**config.mk**
```make
export PLATFORM = sky130hd
export DESIGN_NAME = staggered_halo_box_calc_core_flat
export DESIGN_NICKNAME = d
export VERILOG_FILES = /design/src/shbc_pkg.sv /design/src/shbc_if.sv /design/src/staggered_halo_box_calc_core.sv /design/src/flat_wrapper.sv
export VERILOG_INCLUDE_DIRS = /design/src /design/src/src
export SDC_FILE = /design/constraint.sdc
export NUM_CORES = 1
export LEC_CHECK = 0
export ABC_AREA = 1
export BUFFER_PORTS_ARGS = -buffer_cell sky130_fd_sc_hd__buf_2
export CAP_MARGIN = 0
export CORE_MARGIN = 2
export CORE_UTILIZATION = 55
export CTS_CLUSTER_SIZE = 16
export DETAILED_ROUTE_END_ITERATION = 10
export GPL_TIMING_DRIVEN = 1
export HOLD_SLACK_MARGIN = 0.15
export PLACE_DENSITY_LB_ADDON = 0.2
export SLEW_MARGIN = 25
export SYNTH_ARGS = -nofsm -noshare
export SYNTH_HDL_FRONTEND = slang
export SYNTH_SLANG_ARGS = --single-unit
```
**constraint.sdc**
```tcl
create_clock -name clk -period 11.21 [get_ports clk]
set_input_delay 1.6815 -clock clk [delete_from_list [all_inputs] [get_ports clk]]
set_output_delay 1.6815 -clock clk [all_outputs]
set_load 0.01 [all_outputs]
```
**src/staggered_halo_box_calc_core_assert.svh**
```systemverilog
// Assertion macros for the staggered halo box calculator.
// Expects signals named clk and rst in the scope of each use.
`ifndef STAGGERED_HALO_BOX_CALC_CORE_ASSERT_SVH
`define STAGGERED_HALO_BOX_CALC_CORE_ASSERT_SVH

// Same-cycle implication, disabled while in reset
`define SHBC_ASSERT_IMPLY(label, cond, prop) \
  label: assert property (@(posedge clk) disable iff (rst) (cond) |-> (prop)) \
    else $error("shbc: same-cycle check failed");

// Next-cycle implication, disabled while in reset
`define SHBC_ASSERT_NEXT(label, cond, prop) \
  label: assert property (@(posedge clk) disable iff (rst) (cond) |=> (prop)) \
    else $error("shbc: next-cycle check failed");

`endif

```
**src/shbc_pkg.sv**
```systemverilog
// Shared types, codes and helpers for the staggered halo box calculator.
// No dependencies; used by the request channel interface and the core.
package shbc_pkg;

  localparam int ACT_BITS      = 4;
  localparam int LOC_BITS      = 3;
  localparam int DIR_BITS      = 3;
  localparam int CELL_BITS     = 14;
  localparam int GHOST_BITS    = 4;
  localparam int CFG_IDX_BITS  = 2;
  localparam int CFG_DATA_BITS = 14;
  // offset term c + s*g spans -16..16
  localparam int K_BITS        = 6;

  typedef enum logic [ACT_BITS-1:0] {
    ACT_OWNED       = 4'd0,
    ACT_ALLOCATED   = 4'd1,
    ACT_DOF         = 4'd2,
    ACT_INNER       = 4'd3,
    ACT_GHOST       = 4'd4,
    ACT_CORNER2     = 4'd5,
    ACT_CORNER2_MIX = 4'd6,
    ACT_CORNER3     = 4'd7,
    ACT_CORNER3_MIX = 4'd8,
    ACT_BOUND_SLAB  = 4'd9,
    ACT_GHOST_SLAB  = 4'd10,
    ACT_FACE_SLAB   = 4'd11,
    ACT_EDGE_SLAB   = 4'd12,
    ACT_VERTEX_SLAB = 4'd13
  } action_t;

  typedef enum logic [CFG_IDX_BITS-1:0] {
    REG_CELLS_I = 2'd0,
    REG_CELLS_J = 2'd1,
    REG_CELLS_K = 2'd2,
    REG_GHOST   = 2'd3
  } cfg_reg_t;

  typedef enum logic [LOC_BITS-1:0] {
    LOC_CELL   = 3'd0,
    LOC_NODE   = 3'd1,
    LOC_FACE_I = 3'd2,
    LOC_FACE_J = 3'd3,
    LOC_FACE_K = 3'd4,
    LOC_EDGE_I = 3'd5,
    LOC_EDGE_J = 3'd6,
    LOC_EDGE_K = 3'd7
  } location_t;

  // Base value that a bound is built from
  typedef enum logic [1:0] {
    BASE_ZERO,
    BASE_OWN,
    BASE_ILO,
    BASE_IHI
  } base_sel_t;

  // One bound = base + c + s*g
  typedef struct packed {
    base_sel_t         base;
    logic signed [1:0] c;
    logic signed [1:0] s;
  } bound_ctl_t;

  typedef struct packed {
    bound_ctl_t lo;
    bound_ctl_t hi;
  } axis_ctl_t;

  // Per-axis dof offset, bit a belongs to axis a
  function automatic logic [2:0] loc_offset(input logic [LOC_BITS-1:0] loc);
    logic [2:0] r;
    unique case (location_t'(loc))
      LOC_CELL:   r = 3'b111;
      LOC_NODE:   r = 3'b000;
      LOC_FACE_I: r = 3'b110;
      LOC_FACE_J: r = 3'b101;
      LOC_FACE_K: r = 3'b011;
      LOC_EDGE_I: r = 3'b001;
      LOC_EDGE_J: r = 3'b010;
      LOC_EDGE_K: r = 3'b100;
      default:    r = 3'b000;
    endcase
    return r;
  endfunction

  // A direction code names an axis unless it is zero or the most negative code
  function automatic logic dir_valid(input logic signed [DIR_BITS-1:0] v);
    return (v != 3'sd0) && (v != 3'b100);
  endfunction

  function automatic logic [1:0] dir_axis(input logic signed [DIR_BITS-1:0] v);
    logic [2:0] mag;
    mag = v[2] ? 3'(-v) : 3'(v);
    return 2'(mag - 3'd1);
  endfunction

endpackage

```
**src/shbc_if.sv**
```systemverilog
// Request and response channel interfaces for the staggered halo box calculator.
// Depends on shbc_pkg for field widths.
interface shbc_req_if #(parameter int COORD_BITS = 16);
  import shbc_pkg::*;

  logic                         valid;
  logic                         ready;
  logic [ACT_BITS-1:0]          action;
  logic [LOC_BITS-1:0]          location;
  logic signed [COORD_BITS-1:0] in_lo_i;
  logic signed [COORD_BITS-1:0] in_lo_j;
  logic signed [COORD_BITS-1:0] in_lo_k;
  logic signed [COORD_BITS-1:0] in_hi_i;
  logic signed [COORD_BITS-1:0] in_hi_j;
  logic signed [COORD_BITS-1:0] in_hi_k;
  logic signed [DIR_BITS-1:0]   dir_first;
  logic signed [DIR_BITS-1:0]   dir_second;
  logic signed [DIR_BITS-1:0]   dir_third;

  modport source (
    output valid, action, location, in_lo_i, in_lo_j, in_lo_k,
    output in_hi_i, in_hi_j, in_hi_k, dir_first, dir_second, dir_third,
    input  ready
  );
  modport sink (
    input  valid, action, location, in_lo_i, in_lo_j, in_lo_k,
    input  in_hi_i, in_hi_j, in_hi_k, dir_first, dir_second, dir_third,
    output ready
  );
endinterface

interface shbc_rsp_if #(parameter int COORD_BITS = 16);
  logic                         valid;
  logic                         ready;
  logic signed [COORD_BITS-1:0] out_lo_i;
  logic signed [COORD_BITS-1:0] out_lo_j;
  logic signed [COORD_BITS-1:0] out_lo_k;
  logic signed [COORD_BITS-1:0] out_hi_i;
  logic signed [COORD_BITS-1:0] out_hi_j;
  logic signed [COORD_BITS-1:0] out_hi_k;
  logic                         bad_request;

  modport source (
    output valid, out_lo_i, out_lo_j, out_lo_k, out_hi_i, out_hi_j, out_hi_k,
    output bad_request,
    input  ready
  );
  modport sink (
    input  valid, out_lo_i, out_lo_j, out_lo_k, out_hi_i, out_hi_j, out_hi_k,
    input  bad_request,
    output ready
  );
endinterface

```
**src/staggered_halo_box_calc_core.sv**
```systemverilog
// An accepted request word reaches its response word through the decode, operand
// select and final add stages, each stage a register.
// Throughput: one word per cycle; each stage advances when the one after it
// is empty or moving, so a stalled response holds without dropping words.
// Reset (rst, synchronous): clears all stage valid bits and sets the cell
// counts to 1 and the ghost width to 1.
`include "staggered_halo_box_calc_core_assert.svh"

module staggered_halo_box_calc_core #(
  parameter int COORD_BITS = 16
) (
  input  logic                                 clk,
  input  logic                                 rst,
  input  logic                                 write_en,
  input  logic [shbc_pkg::CFG_IDX_BITS-1:0]    reg_index,
  input  logic [shbc_pkg::CFG_DATA_BITS-1:0]   write_data,
  shbc_req_if.sink                             req,
  shbc_rsp_if.source                           rsp
);
  import shbc_pkg::*;

  localparam int WIDE_BITS = COORD_BITS + CELL_BITS;

  // configuration
  logic [CELL_BITS-1:0]  cells_i;
  logic [CELL_BITS-1:0]  cells_j;
  logic [CELL_BITS-1:0]  cells_k;
  logic [GHOST_BITS-1:0] ghost_width;

  // stage 1: decoded controls
  logic                         v1;
  logic                         bad1;
  axis_ctl_t                    ctl1 [3];
  logic signed [COORD_BITS-1:0] ilo1 [3];
  logic signed [COORD_BITS-1:0] ihi1 [3];
  logic signed [COORD_BITS-1:0] own1 [3];

  // stage 2: selected bases and small offsets
  logic                         v2;
  logic                         bad2;
  logic signed [COORD_BITS-1:0] base2 [6];
  logic signed [K_BITS-1:0]     k2 [6];

  // stage 3: output register
  logic                         v3;
  logic                         bad3;
  logic signed [COORD_BITS-1:0] res3 [6];
  logic                         res3_zero;

  // handshake
  logic ld1, ld2, ld3;

  // decode signals
  logic [2:0]                 offs;
  logic signed [DIR_BITS-1:0] dir_v [3];
  logic [1:0]                 ax [3];
  logic [1:0]                 need;
  logic                       act_bad;
  logic                       dir_bad;
  logic                       clash;
  logic                       bad_d;
  axis_ctl_t                  ctl_d [3];
  logic [CELL_BITS-1:0]       cells_v [3];
  logic [WIDE_BITS-1:0]       own_w [3];

  // stage 2 signals
  logic signed [COORD_BITS-1:0] base_d [6];
  logic signed [K_BITS-1:0]     k_d [6];
  logic signed [K_BITS-1:0]     gpos;

  // stage 3 signals
  logic signed [COORD_BITS-1:0] res_d [6];

  // Build the control for one axis from the kind and the direction that hits it
  function automatic axis_ctl_t axis_decode(input logic [ACT_BITS-1:0] act,
                                            input logic first, input logic other,
                                            input logic neg, input logic d);
    axis_ctl_t         r;
    logic              hit;
    logic signed [1:0] dneg;
    logic signed [1:0] e;
    hit  = first | other;
    dneg = d ? -2'sd1 : 2'sd0;
    e    = d ? 2'sd0 : 2'sd1;
    // dof range of the input box
    r.lo = '{BASE_ILO, 2'sd0, 2'sd0};
    r.hi = '{BASE_IHI, dneg, 2'sd0};
    case (act) inside
      ACT_OWNED: begin
        r.lo = '{BASE_ZERO, 2'sd0, 2'sd0};
        r.hi = '{BASE_OWN, 2'sd0, 2'sd0};
      end
      ACT_ALLOCATED: begin
        r.lo = '{BASE_ZERO, 2'sd0, -2'sd1};
        r.hi = '{BASE_OWN, 2'sd0, 2'sd1};
      end
      ACT_DOF: begin
      end
      ACT_INNER, ACT_GHOST, ACT_CORNER2, ACT_CORNER2_MIX, ACT_CORNER3,
      ACT_CORNER3_MIX: begin
        if (first && (act == ACT_INNER || act == ACT_CORNER2_MIX ||
                      act == ACT_CORNER3_MIX)) begin
          // inner strip skips the shared node layer
          if (neg) begin
            r.lo = '{BASE_ILO, e, 2'sd0};
            r.hi = '{BASE_ILO, e, 2'sd1};
          end else begin
            r.lo = '{BASE_IHI, -2'sd1, -2'sd1};
            r.hi = '{BASE_IHI, -2'sd1, 2'sd0};
          end
        end else if (hit) begin
          // ghost strip
          if (neg) begin
            r.lo = '{BASE_ZERO, 2'sd0, -2'sd1};
            r.hi = '{BASE_ZERO, 2'sd0, 2'sd0};
          end else begin
            r.lo = '{BASE_IHI, dneg, 2'sd0};
            r.hi = '{BASE_IHI, dneg, 2'sd1};
          end
        end
      end
      ACT_BOUND_SLAB: begin
        if (hit) begin
          if (neg) begin
            r.lo = '{BASE_ZERO, 2'sd0, 2'sd0};
            r.hi = '{BASE_ZERO, 2'sd1, 2'sd0};
          end else begin
            r.lo = '{BASE_OWN, -2'sd1, 2'sd0};
            r.hi = '{BASE_OWN, 2'sd0, 2'sd0};
          end
        end
      end
      ACT_GHOST_SLAB: begin
        r.hi = '{BASE_IHI, 2'sd0, 2'sd0};
        if (hit) begin
          if (neg) begin
            r.lo = '{BASE_ILO, 2'sd0, -2'sd1};
            r.hi = '{BASE_ILO, 2'sd0, 2'sd0};
          end else begin
            r.lo = '{BASE_IHI, 2'sd0, 2'sd0};
            r.hi = '{BASE_IHI, 2'sd0, 2'sd1};
          end
        end
      end
      ACT_FACE_SLAB, ACT_EDGE_SLAB, ACT_VERTEX_SLAB: begin
        // coupling range outside the owned region
        if (hit) begin
          if (neg) begin
            r.lo = '{BASE_ZERO, 2'sd0, -2'sd1};
            r.hi = '{BASE_ZERO, 2'sd0, 2'sd0};
          end else begin
            r.lo = '{BASE_OWN, 2'sd0, 2'sd0};
            r.hi = '{BASE_OWN, 2'sd0, 2'sd1};
          end
        end
      end
      default: begin
        r.lo = '{BASE_ZERO, 2'sd0, 2'sd0};
        r.hi = '{BASE_ZERO, 2'sd0, 2'sd0};
      end
    endcase
    return r;
  endfunction

  // Offset term c + s*g
  function automatic logic signed [K_BITS-1:0] bound_k(input bound_ctl_t b,
                                                       input logic signed [K_BITS-1:0] g);
    logic signed [K_BITS-1:0] gterm;
    logic signed [K_BITS-1:0] cext;
    if (b.s == 2'sd1) begin
      gterm = g;
    end else if (b.s == -2'sd1) begin
      gterm = -g;
    end else begin
      gterm = '0;
    end
    cext = {{(K_BITS-2){b.c[1]}}, b.c};
    return cext + gterm;
  endfunction

  // Configuration register writes
  always_ff @(posedge clk) begin
    if (rst) begin
      cells_i     <= CELL_BITS'(1);
      cells_j     <= CELL_BITS'(1);
      cells_k     <= CELL_BITS'(1);
      ghost_width <= GHOST_BITS'(1);
    end else if (write_en) begin
      unique case (cfg_reg_t'(reg_index))
        REG_CELLS_I: cells_i     <= write_data[CELL_BITS-1:0];
        REG_CELLS_J: cells_j     <= write_data[CELL_BITS-1:0];
        REG_CELLS_K: cells_k     <= write_data[CELL_BITS-1:0];
        REG_GHOST:   ghost_width <= write_data[GHOST_BITS-1:0];
        default: ;
      endcase
    end
  end

  // Stage advance: each stage loads when empty or when the next one moves
  assign ld3       = !v3 || rsp.ready;
  assign ld2       = !v2 || ld3;
  assign ld1       = !v1 || ld2;
  assign req.ready = ld1;

  // Decode the request word
  always_comb begin
    offs     = loc_offset(req.location);
    dir_v[0] = req.dir_first;
    dir_v[1] = req.dir_second;
    dir_v[2] = req.dir_third;
    for (int n = 0; n < 3; n++) begin
      ax[n] = dir_axis(dir_v[n]);
    end
    act_bad = 1'b0;
    case (req.action) inside
      ACT_INNER, ACT_GHOST, ACT_BOUND_SLAB, ACT_GHOST_SLAB, ACT_FACE_SLAB: need = 2'd1;
      ACT_CORNER2, ACT_CORNER2_MIX, ACT_EDGE_SLAB:                       need = 2'd2;
      ACT_CORNER3, ACT_CORNER3_MIX, ACT_VERTEX_SLAB:                     need = 2'd3;
      ACT_OWNED, ACT_ALLOCATED, ACT_DOF:                                 need = 2'd0;
      default: begin
        need    = 2'd0;
        act_bad = 1'b1;
      end
    endcase
    dir_bad = ((need >= 2'd1) && !dir_valid(dir_v[0])) ||
              ((need >= 2'd2) && !dir_valid(dir_v[1])) ||
              ((need == 2'd3) && !dir_valid(dir_v[2]));
    clash   = ((need >= 2'd2) && (ax[0] == ax[1])) ||
              ((need == 2'd3) && ((ax[0] == ax[2]) || (ax[1] == ax[2])));
    bad_d   = act_bad || dir_bad || clash;

    cells_v[0] = cells_i;
    cells_v[1] = cells_j;
    cells_v[2] = cells_k;
    for (int a = 0; a < 3; a++) begin
      logic first, second, third, neg;
      first  = (need >= 2'd1) && (ax[0] == 2'(a));
      second = (need >= 2'd2) && (ax[1] == 2'(a));
      third  = (need == 2'd3) && (ax[2] == 2'(a));
      neg    = first ? dir_v[0][2] : (second ? dir_v[1][2] : dir_v[2][2]);
      if (bad_d) begin
        ctl_d[a].lo = '{BASE_ZERO, 2'sd0, 2'sd0};
        ctl_d[a].hi = '{BASE_ZERO, 2'sd0, 2'sd0};
      end else begin
        ctl_d[a] = axis_decode(req.action, first, second | third, neg, offs[a]);
      end
      // node count minus the dof offset, wrapped to the coordinate width
      own_w[a] = WIDE_BITS'(cells_v[a]) + WIDE_BITS'(1) - WIDE_BITS'(offs[a]);
    end
  end

  // Stage 1 registers
  always_ff @(posedge clk) begin
    if (rst) begin
      v1 <= 1'b0;
    end else if (ld1) begin
      v1 <= req.valid;
    end
  end

  always_ff @(posedge clk) begin
    if (ld1 && req.valid) begin
      bad1    <= bad_d;
      ctl1    <= ctl_d;
      ilo1[0] <= req.in_lo_i;
      ilo1[1] <= req.in_lo_j;
      ilo1[2] <= req.in_lo_k;
      ihi1[0] <= req.in_hi_i;
      ihi1[1] <= req.in_hi_j;
      ihi1[2] <= req.in_hi_k;
      for (int a = 0; a < 3; a++) begin
        own1[a] <= own_w[a][COORD_BITS-1:0];
      end
    end
  end

  // Select the base of each bound and form its small offset
  always_comb begin
    gpos = K_BITS'(ghost_width);
    for (int a = 0; a < 3; a++) begin
      for (int h = 0; h < 2; h++) begin
        bound_ctl_t b;
        b = (h == 0) ? ctl1[a].lo : ctl1[a].hi;
        unique case (b.base)
          BASE_ZERO: base_d[3*h+a] = '0;
          BASE_OWN:  base_d[3*h+a] = own1[a];
          BASE_ILO:  base_d[3*h+a] = ilo1[a];
          BASE_IHI:  base_d[3*h+a] = ihi1[a];
          default:   base_d[3*h+a] = '0;
        endcase
        k_d[3*h+a] = bound_k(b, gpos);
      end
    end
  end

  // Stage 2 registers
  always_ff @(posedge clk) begin
    if (rst) begin
      v2 <= 1'b0;
    end else if (ld2) begin
      v2 <= v1;
    end
  end

  always_ff @(posedge clk) begin
    if (ld2 && v1) begin
      bad2  <= bad1;
      base2 <= base_d;
      k2    <= k_d;
    end
  end

  // Final add, wrapped to the coordinate width
  always_comb begin
    for (int n = 0; n < 6; n++) begin
      res_d[n] = base2[n] + {{(COORD_BITS-K_BITS){k2[n][K_BITS-1]}}, k2[n]};
    end
  end

  // Stage 3 output register: hold while the response is stalled
  always_ff @(posedge clk) begin
    if (rst) begin
      v3 <= 1'b0;
    end else if (ld3) begin
      v3 <= v2;
    end
  end

  always_ff @(posedge clk) begin
    if (ld3 && v2) begin
      bad3 <= bad2;
      res3 <= res_d;
    end
  end

  assign rsp.valid       = v3;
  assign rsp.out_lo_i    = res3[0];
  assign rsp.out_lo_j    = res3[1];
  assign rsp.out_lo_k    = res3[2];
  assign rsp.out_hi_i    = res3[3];
  assign rsp.out_hi_j    = res3[4];
  assign rsp.out_hi_k    = res3[5];
  assign rsp.bad_request = bad3;

  // Flag an all-zero output box
  assign res3_zero = (res3[0] == '0) && (res3[1] == '0) && (res3[2] == '0) &&
                     (res3[3] == '0) && (res3[4] == '0) && (res3[5] == '0);

  // A rejected request comes out as an all-zero box
  `SHBC_ASSERT_IMPLY(a_bad_zero_box, v3 && bad3, res3_zero)
  // Back-pressure reaches the request side only when every stage is full
  `SHBC_ASSERT_IMPLY(a_stall_full, !req.ready, v1 && v2 && v3)
  // A decoded word that moves on lands in stage 2
  `SHBC_ASSERT_NEXT(a_s1_to_s2, v1 && ld2, v2)
  // A word in stage 2 that moves on lands in the output register
  `SHBC_ASSERT_NEXT(a_s2_to_s3, v2 && ld3, v3)

endmodule
```
**src/flat_wrapper.sv**
```systemverilog
// flat-port wrapper written by rule: the top's interface ports become plain ports
module staggered_halo_box_calc_core_flat import shbc_pkg::*;
#(
  parameter int COORD_BITS = 16
)
  (clk, rst, write_en, reg_index, write_data, req_valid, req_action, req_location, req_in_lo_i, req_in_lo_j, req_in_lo_k, req_in_hi_i, req_in_hi_j, req_in_hi_k, req_dir_first, req_dir_second, req_dir_third, req_ready, rsp_valid, rsp_out_lo_i, rsp_out_lo_j, rsp_out_lo_k, rsp_out_hi_i, rsp_out_hi_j, rsp_out_hi_k, rsp_bad_request, rsp_ready);
  shbc_req_if #(.COORD_BITS(COORD_BITS)) req_i ();
  shbc_rsp_if #(.COORD_BITS(COORD_BITS)) rsp_i ();
  input  logic clk;
  input  logic rst;
  input  logic write_en;
  input  logic [shbc_pkg::CFG_IDX_BITS-1:0] reg_index;
  input  logic [shbc_pkg::CFG_DATA_BITS-1:0] write_data;
  input wire logic [$bits(req_i.valid)-1:0] req_valid;
  input wire logic [$bits(req_i.action)-1:0] req_action;
  input wire logic [$bits(req_i.location)-1:0] req_location;
  input wire logic [$bits(req_i.in_lo_i)-1:0] req_in_lo_i;
  input wire logic [$bits(req_i.in_lo_j)-1:0] req_in_lo_j;
  input wire logic [$bits(req_i.in_lo_k)-1:0] req_in_lo_k;
  input wire logic [$bits(req_i.in_hi_i)-1:0] req_in_hi_i;
  input wire logic [$bits(req_i.in_hi_j)-1:0] req_in_hi_j;
  input wire logic [$bits(req_i.in_hi_k)-1:0] req_in_hi_k;
  input wire logic [$bits(req_i.dir_first)-1:0] req_dir_first;
  input wire logic [$bits(req_i.dir_second)-1:0] req_dir_second;
  input wire logic [$bits(req_i.dir_third)-1:0] req_dir_third;
  output wire logic [$bits(req_i.ready)-1:0] req_ready;
  output wire logic [$bits(rsp_i.valid)-1:0] rsp_valid;
  output wire logic [$bits(rsp_i.out_lo_i)-1:0] rsp_out_lo_i;
  output wire logic [$bits(rsp_i.out_lo_j)-1:0] rsp_out_lo_j;
  output wire logic [$bits(rsp_i.out_lo_k)-1:0] rsp_out_lo_k;
  output wire logic [$bits(rsp_i.out_hi_i)-1:0] rsp_out_hi_i;
  output wire logic [$bits(rsp_i.out_hi_j)-1:0] rsp_out_hi_j;
  output wire logic [$bits(rsp_i.out_hi_k)-1:0] rsp_out_hi_k;
  output wire logic [$bits(rsp_i.bad_request)-1:0] rsp_bad_request;
  input wire logic [$bits(rsp_i.ready)-1:0] rsp_ready;
  assign req_i.valid = req_valid;
  assign req_i.action = req_action;
  assign req_i.location = req_location;
  assign req_i.in_lo_i = req_in_lo_i;
  assign req_i.in_lo_j = req_in_lo_j;
  assign req_i.in_lo_k = req_in_lo_k;
  assign req_i.in_hi_i = req_in_hi_i;
  assign req_i.in_hi_j = req_in_hi_j;
  assign req_i.in_hi_k = req_in_hi_k;
  assign req_i.dir_first = req_dir_first;
  assign req_i.dir_second = req_dir_second;
  assign req_i.dir_third = req_dir_third;
  assign req_ready = req_i.ready;
  assign rsp_valid = rsp_i.valid;
  assign rsp_out_lo_i = rsp_i.out_lo_i;
  assign rsp_out_lo_j = rsp_i.out_lo_j;
  assign rsp_out_lo_k = rsp_i.out_lo_k;
  assign rsp_out_hi_i = rsp_i.out_hi_i;
  assign rsp_out_hi_j = rsp_i.out_hi_j;
  assign rsp_out_hi_k = rsp_i.out_hi_k;
  assign rsp_bad_request = rsp_i.bad_request;
  assign rsp_i.ready = rsp_ready;
  staggered_halo_box_calc_core #(.COORD_BITS(COORD_BITS)) u_core (.clk(clk), .rst(rst), .write_en(write_en), .reg_index(reg_index), .write_data(write_data), .req(req_i), .rsp(rsp_i));
endmodule
```
==> out/metrics.csv <==
stage,metric,value,unit
setup_path,crit_family,buffers and inverters,
sta,rsz0062_at_grt,false,
setup_path,critPathCaptureType,output port,
floorplanning,start_util,0.557,
global_route,gr-total-overflow,0,
setup_path,cp_slowest_cell,buf_2,
drt,vias,17300,
sta,skew,0.0225,ns
global_route,grt_max_degree,103,
yosys,synthMuxAreaShare,0,
layout,multi_input_area,9420,um2
drt,vias_per_cell,5.38,
yosys,synthCells,2323,
run_status,outcome,"finished, final reports clean",
setup_path,arrival,2.34,ns
drt,firstDrtPassIters,5,
clocking,htreeDepth,2,
yosys,syn_nets,2610,
floorplanning,num_rows,76,
sta,drv_slew,0,
yosys,ys_async_sr_fraction,0,
power,total_power,4.28,mW
clocking,cts.repair.resized,0,
power,power_leakage,11.9,nW
layout,area_growth,14.4,%
worst_hold_path,min_path_type,flip-flop to flip-flop,
yosys,ys_types,50,
yosys,ys_seq_area_frac,0.545,
drt,drt_iter0_markers,1257,
placed_design,place.gp.congestion,0.919,
yosys,syn_area,23900,um2
clocking,worstSkewPairLatency,0.58,ns
sta,period_minus_slack,4.02,ns
sta,setup_viol,0,
power,power_frac_comb,0.151,
drt,post_drt_wl_per_cell,17.4,um
setup_path,path_class,primary input to output port,
yosys,synth_top_family_by_area,simple AND/OR/NAND/NOR gates,
setup_path,slowest_delay,0.15,ns
sta,fmax,249,MHz
yosys,synth-xor-area-share,0.0642,
sta,hold_viol_final,0,
sta,tightest_slew,0.953,ns
drt,wirelength,55.8,mm
global_route,grt_pass1_vias,16600,
drt,drc,0,
setup_path,cp_num_buf_inv,3,
yosys,syn_area_per_cell,10.3,um2
yosys,yosysWarnings,0,
layout,regArea,13100,um2
clocking,cts_tree,built,
layout,final_common_cell,nand2_1,
power,power_density,156,nW/um2
layout,drive_gt1_frac,0.155,
power,power.share.switching,0.262,
placed_design,post-dp-hpwl,43.2,mm
setup_path,worstPathRequired,9.53,ns
run,cap_viol_max_count,0,
setup_path,path_cells,buf_2 -> inv_1 -> nand2_1 -> nor2_1 -> nand2_1 -> buf_2,
setup_path,start_kind,primary input,
power,irDropWorstVdd,0.141,mV
global_route,grt_pass1_wl,86.1,mm
floorplanning,core_region_area,43000,um2
floorplanning,die-area,45200,um2
global_route,antenna_found_initial,3,
clocking,clkTransAtPathRegs,0.06,ns
sta,slew_headroom,0.365,
clocking,post-cts-setup-buffers,0,
drt,ant_nets,0,
clocking,cts_buffers,49,
power,switchingPower,1.12,mW
clocking,numClockSinks,451,
floorplanning,fp.dieW,213,um
clocking,hold_buffers,0,
layout,final_net_count,2874,
yosys,synth-compound-area-share,0.107,
power,seqPwrFrac,0.479,
floorplanning,io_pins,232,
layout,n_fill_cell,3517,
power,p_int,3.16,mW
floorplanning,die_y,213,um
placed_design,io_buffers,231,
yosys,yosys.area_share.simple,0.138,
sta,fin_crit_sh,0.359,
setup_path,path_max_fanout,3,
layout,final_cell_mix,"nand2_1 (412), edfxtp_1 (402), inv_1 (345)",
global_route,grt_use_total,0.248,
yosys,ys_ff_latch,451,
clocking,clock_path_buffers,3,
yosys,synth-edff-count,402,
sta,setup_tns,0,ns
yosys,synth_ff_type,edfxtp_1,
power,clkPwrFrac,0.370,
yosys,synth_fa_ha_area_frac,0.0842,
clocking,root_buffer,clkbuf_16,
[final timing paths]
path / startpoint / slack [ns] / depth (start not counted) / end
setup reg to reg: u_core.k2[23] / 8.42 / 8 / u_core.rsp.out_lo_k[12]
hold / removal: u_core.bad1 / 0.49 / 0 / u_core.bad2
setup / recovery: rsp_ready / 7.19 / 6 / req_ready
hold reg to reg: u_core.bad1 / 0.49 / 0 / u_core.bad2
[area by class of cell]
class,instances,share of cell area
Antenna cell,2,0.000183
Clock buffer,70,0.0513
Clock inverter,20,0.00671
Inverter,375,0.0517
Multi-Input combinational cell,1475,0.344
Sequential cell,451,0.476
Tap cell,585,0.0267
Timing Repair Buffer,235,0.0433
[per-layer routing]
layer,share of wire,wire (um),vias up,track usage
li1,-,-,8560,-
met1,0.44,24500,8091,0.332
met2,0.46,25900,529,0.406
met3,0.060,3350,108,0.0379
met4,0.036,2040,2,0.102
met5,0.00013,7,-,0
[state kept, by name, indices dropped and copies added (netlist names), 16 cells and up]
register,flops
u_core.base2,96
u_core.ctl1,27
u_core.rsp.out_hi_k,16
u_core.rsp.out_lo_k,16
u_core.ilo1,48
u_core.rsp.out_hi_i,16
u_core.rsp.out_lo_j,16
u_core.rsp.out_hi_j,16
u_core.ihi1,48
u_core.k2,36
u_core.own1,48
u_core.rsp.out_lo_i,16
[worst reg2reg max path: stages, from the launching register on]
cell	delay, ns
edfxtp_1	0.61
ha_1	0.49
nand2_1	0.10
o31ai_1	0.55
a21boi_0	0.26
o21ai_0	0.32
nand2_1	0.08
nand2_1	0.08
xor2_1	0.06
[power by group through the flow]
stage	logic (mW)	registers (mW)	clock network (mW)
after global placement	0.627	2.08	0
after detailed placement	0.641	2.08	0
after global routing	0.728	2.06	1.67
final	0.647	2.05	1.59
after CTS	0.645	2.05	1.61
after floorplan	0.443	2.08	0
[cells by family after synthesis]
kind of cell	count (synthesis)
AND/OR/NAND/NOR	737
flip-flops	451
AO/OA/AOI/OAI	412
buffers and inverters	397
XOR/XNOR	172
adder cells (fa/ha/maj)	154
[synthesized netlist by cell type, types with 8 or more instances]
cell type | count | area share
o21ai_1 | 17 | 0.0036
ha_1 | 142 | 0.074
a21oi_1 | 143 | 0.030
inv_2 | 20 | 0.0031
nand3_2 | 13 | 0.0054
nand2_1 | 412 | 0.065
nand4_1 | 22 | 0.0057
nor2_4 | 10 | 0.0047
nor3_1 | 14 | 0.0029
clkbuf_1 | 21 | 0.0033
a31oi_1 | 8 | 0.0021
o21ai_0 | 103 | 0.022
dfxtp_1 | 49 | 0.041
xnor2_1 | 46 | 0.017
nor2_1 | 136 | 0.021
inv_1 | 348 | 0.055
nand3_1 | 80 | 0.017
nor2_2 | 14 | 0.0037
o221ai_1 | 97 | 0.035
xor2_1 | 122 | 0.045
edfxtp_1 | 402 | 0.50
fa_1 | 12 | 0.010
nand2_2 | 12 | 0.0031
[per-stage QoR]
stage | instance area [um2] | std cells | utilization | setup WS, ns | hold WS, ns
2_1_floorplan | 23900 | 2323 | - | 4.25 | 0.400
5_1_grt | 27400 | 3211 | 0.637 | 7.05 | 0.487
4_1_cts | 27400 | 3211 | 0.637 | 7.20 | 0.495
3_5_place_dp | 25800 | 3121 | 0.600 | 6.99 | 0.474
6_report | 27400 | 3213 | 0.637 | 7.19 | 0.493
3_3_place_gp | 25800 | 3121 | 0.600 | 7.02 | 0.489
Note: power is estimated with default switching activity, not from simulation.
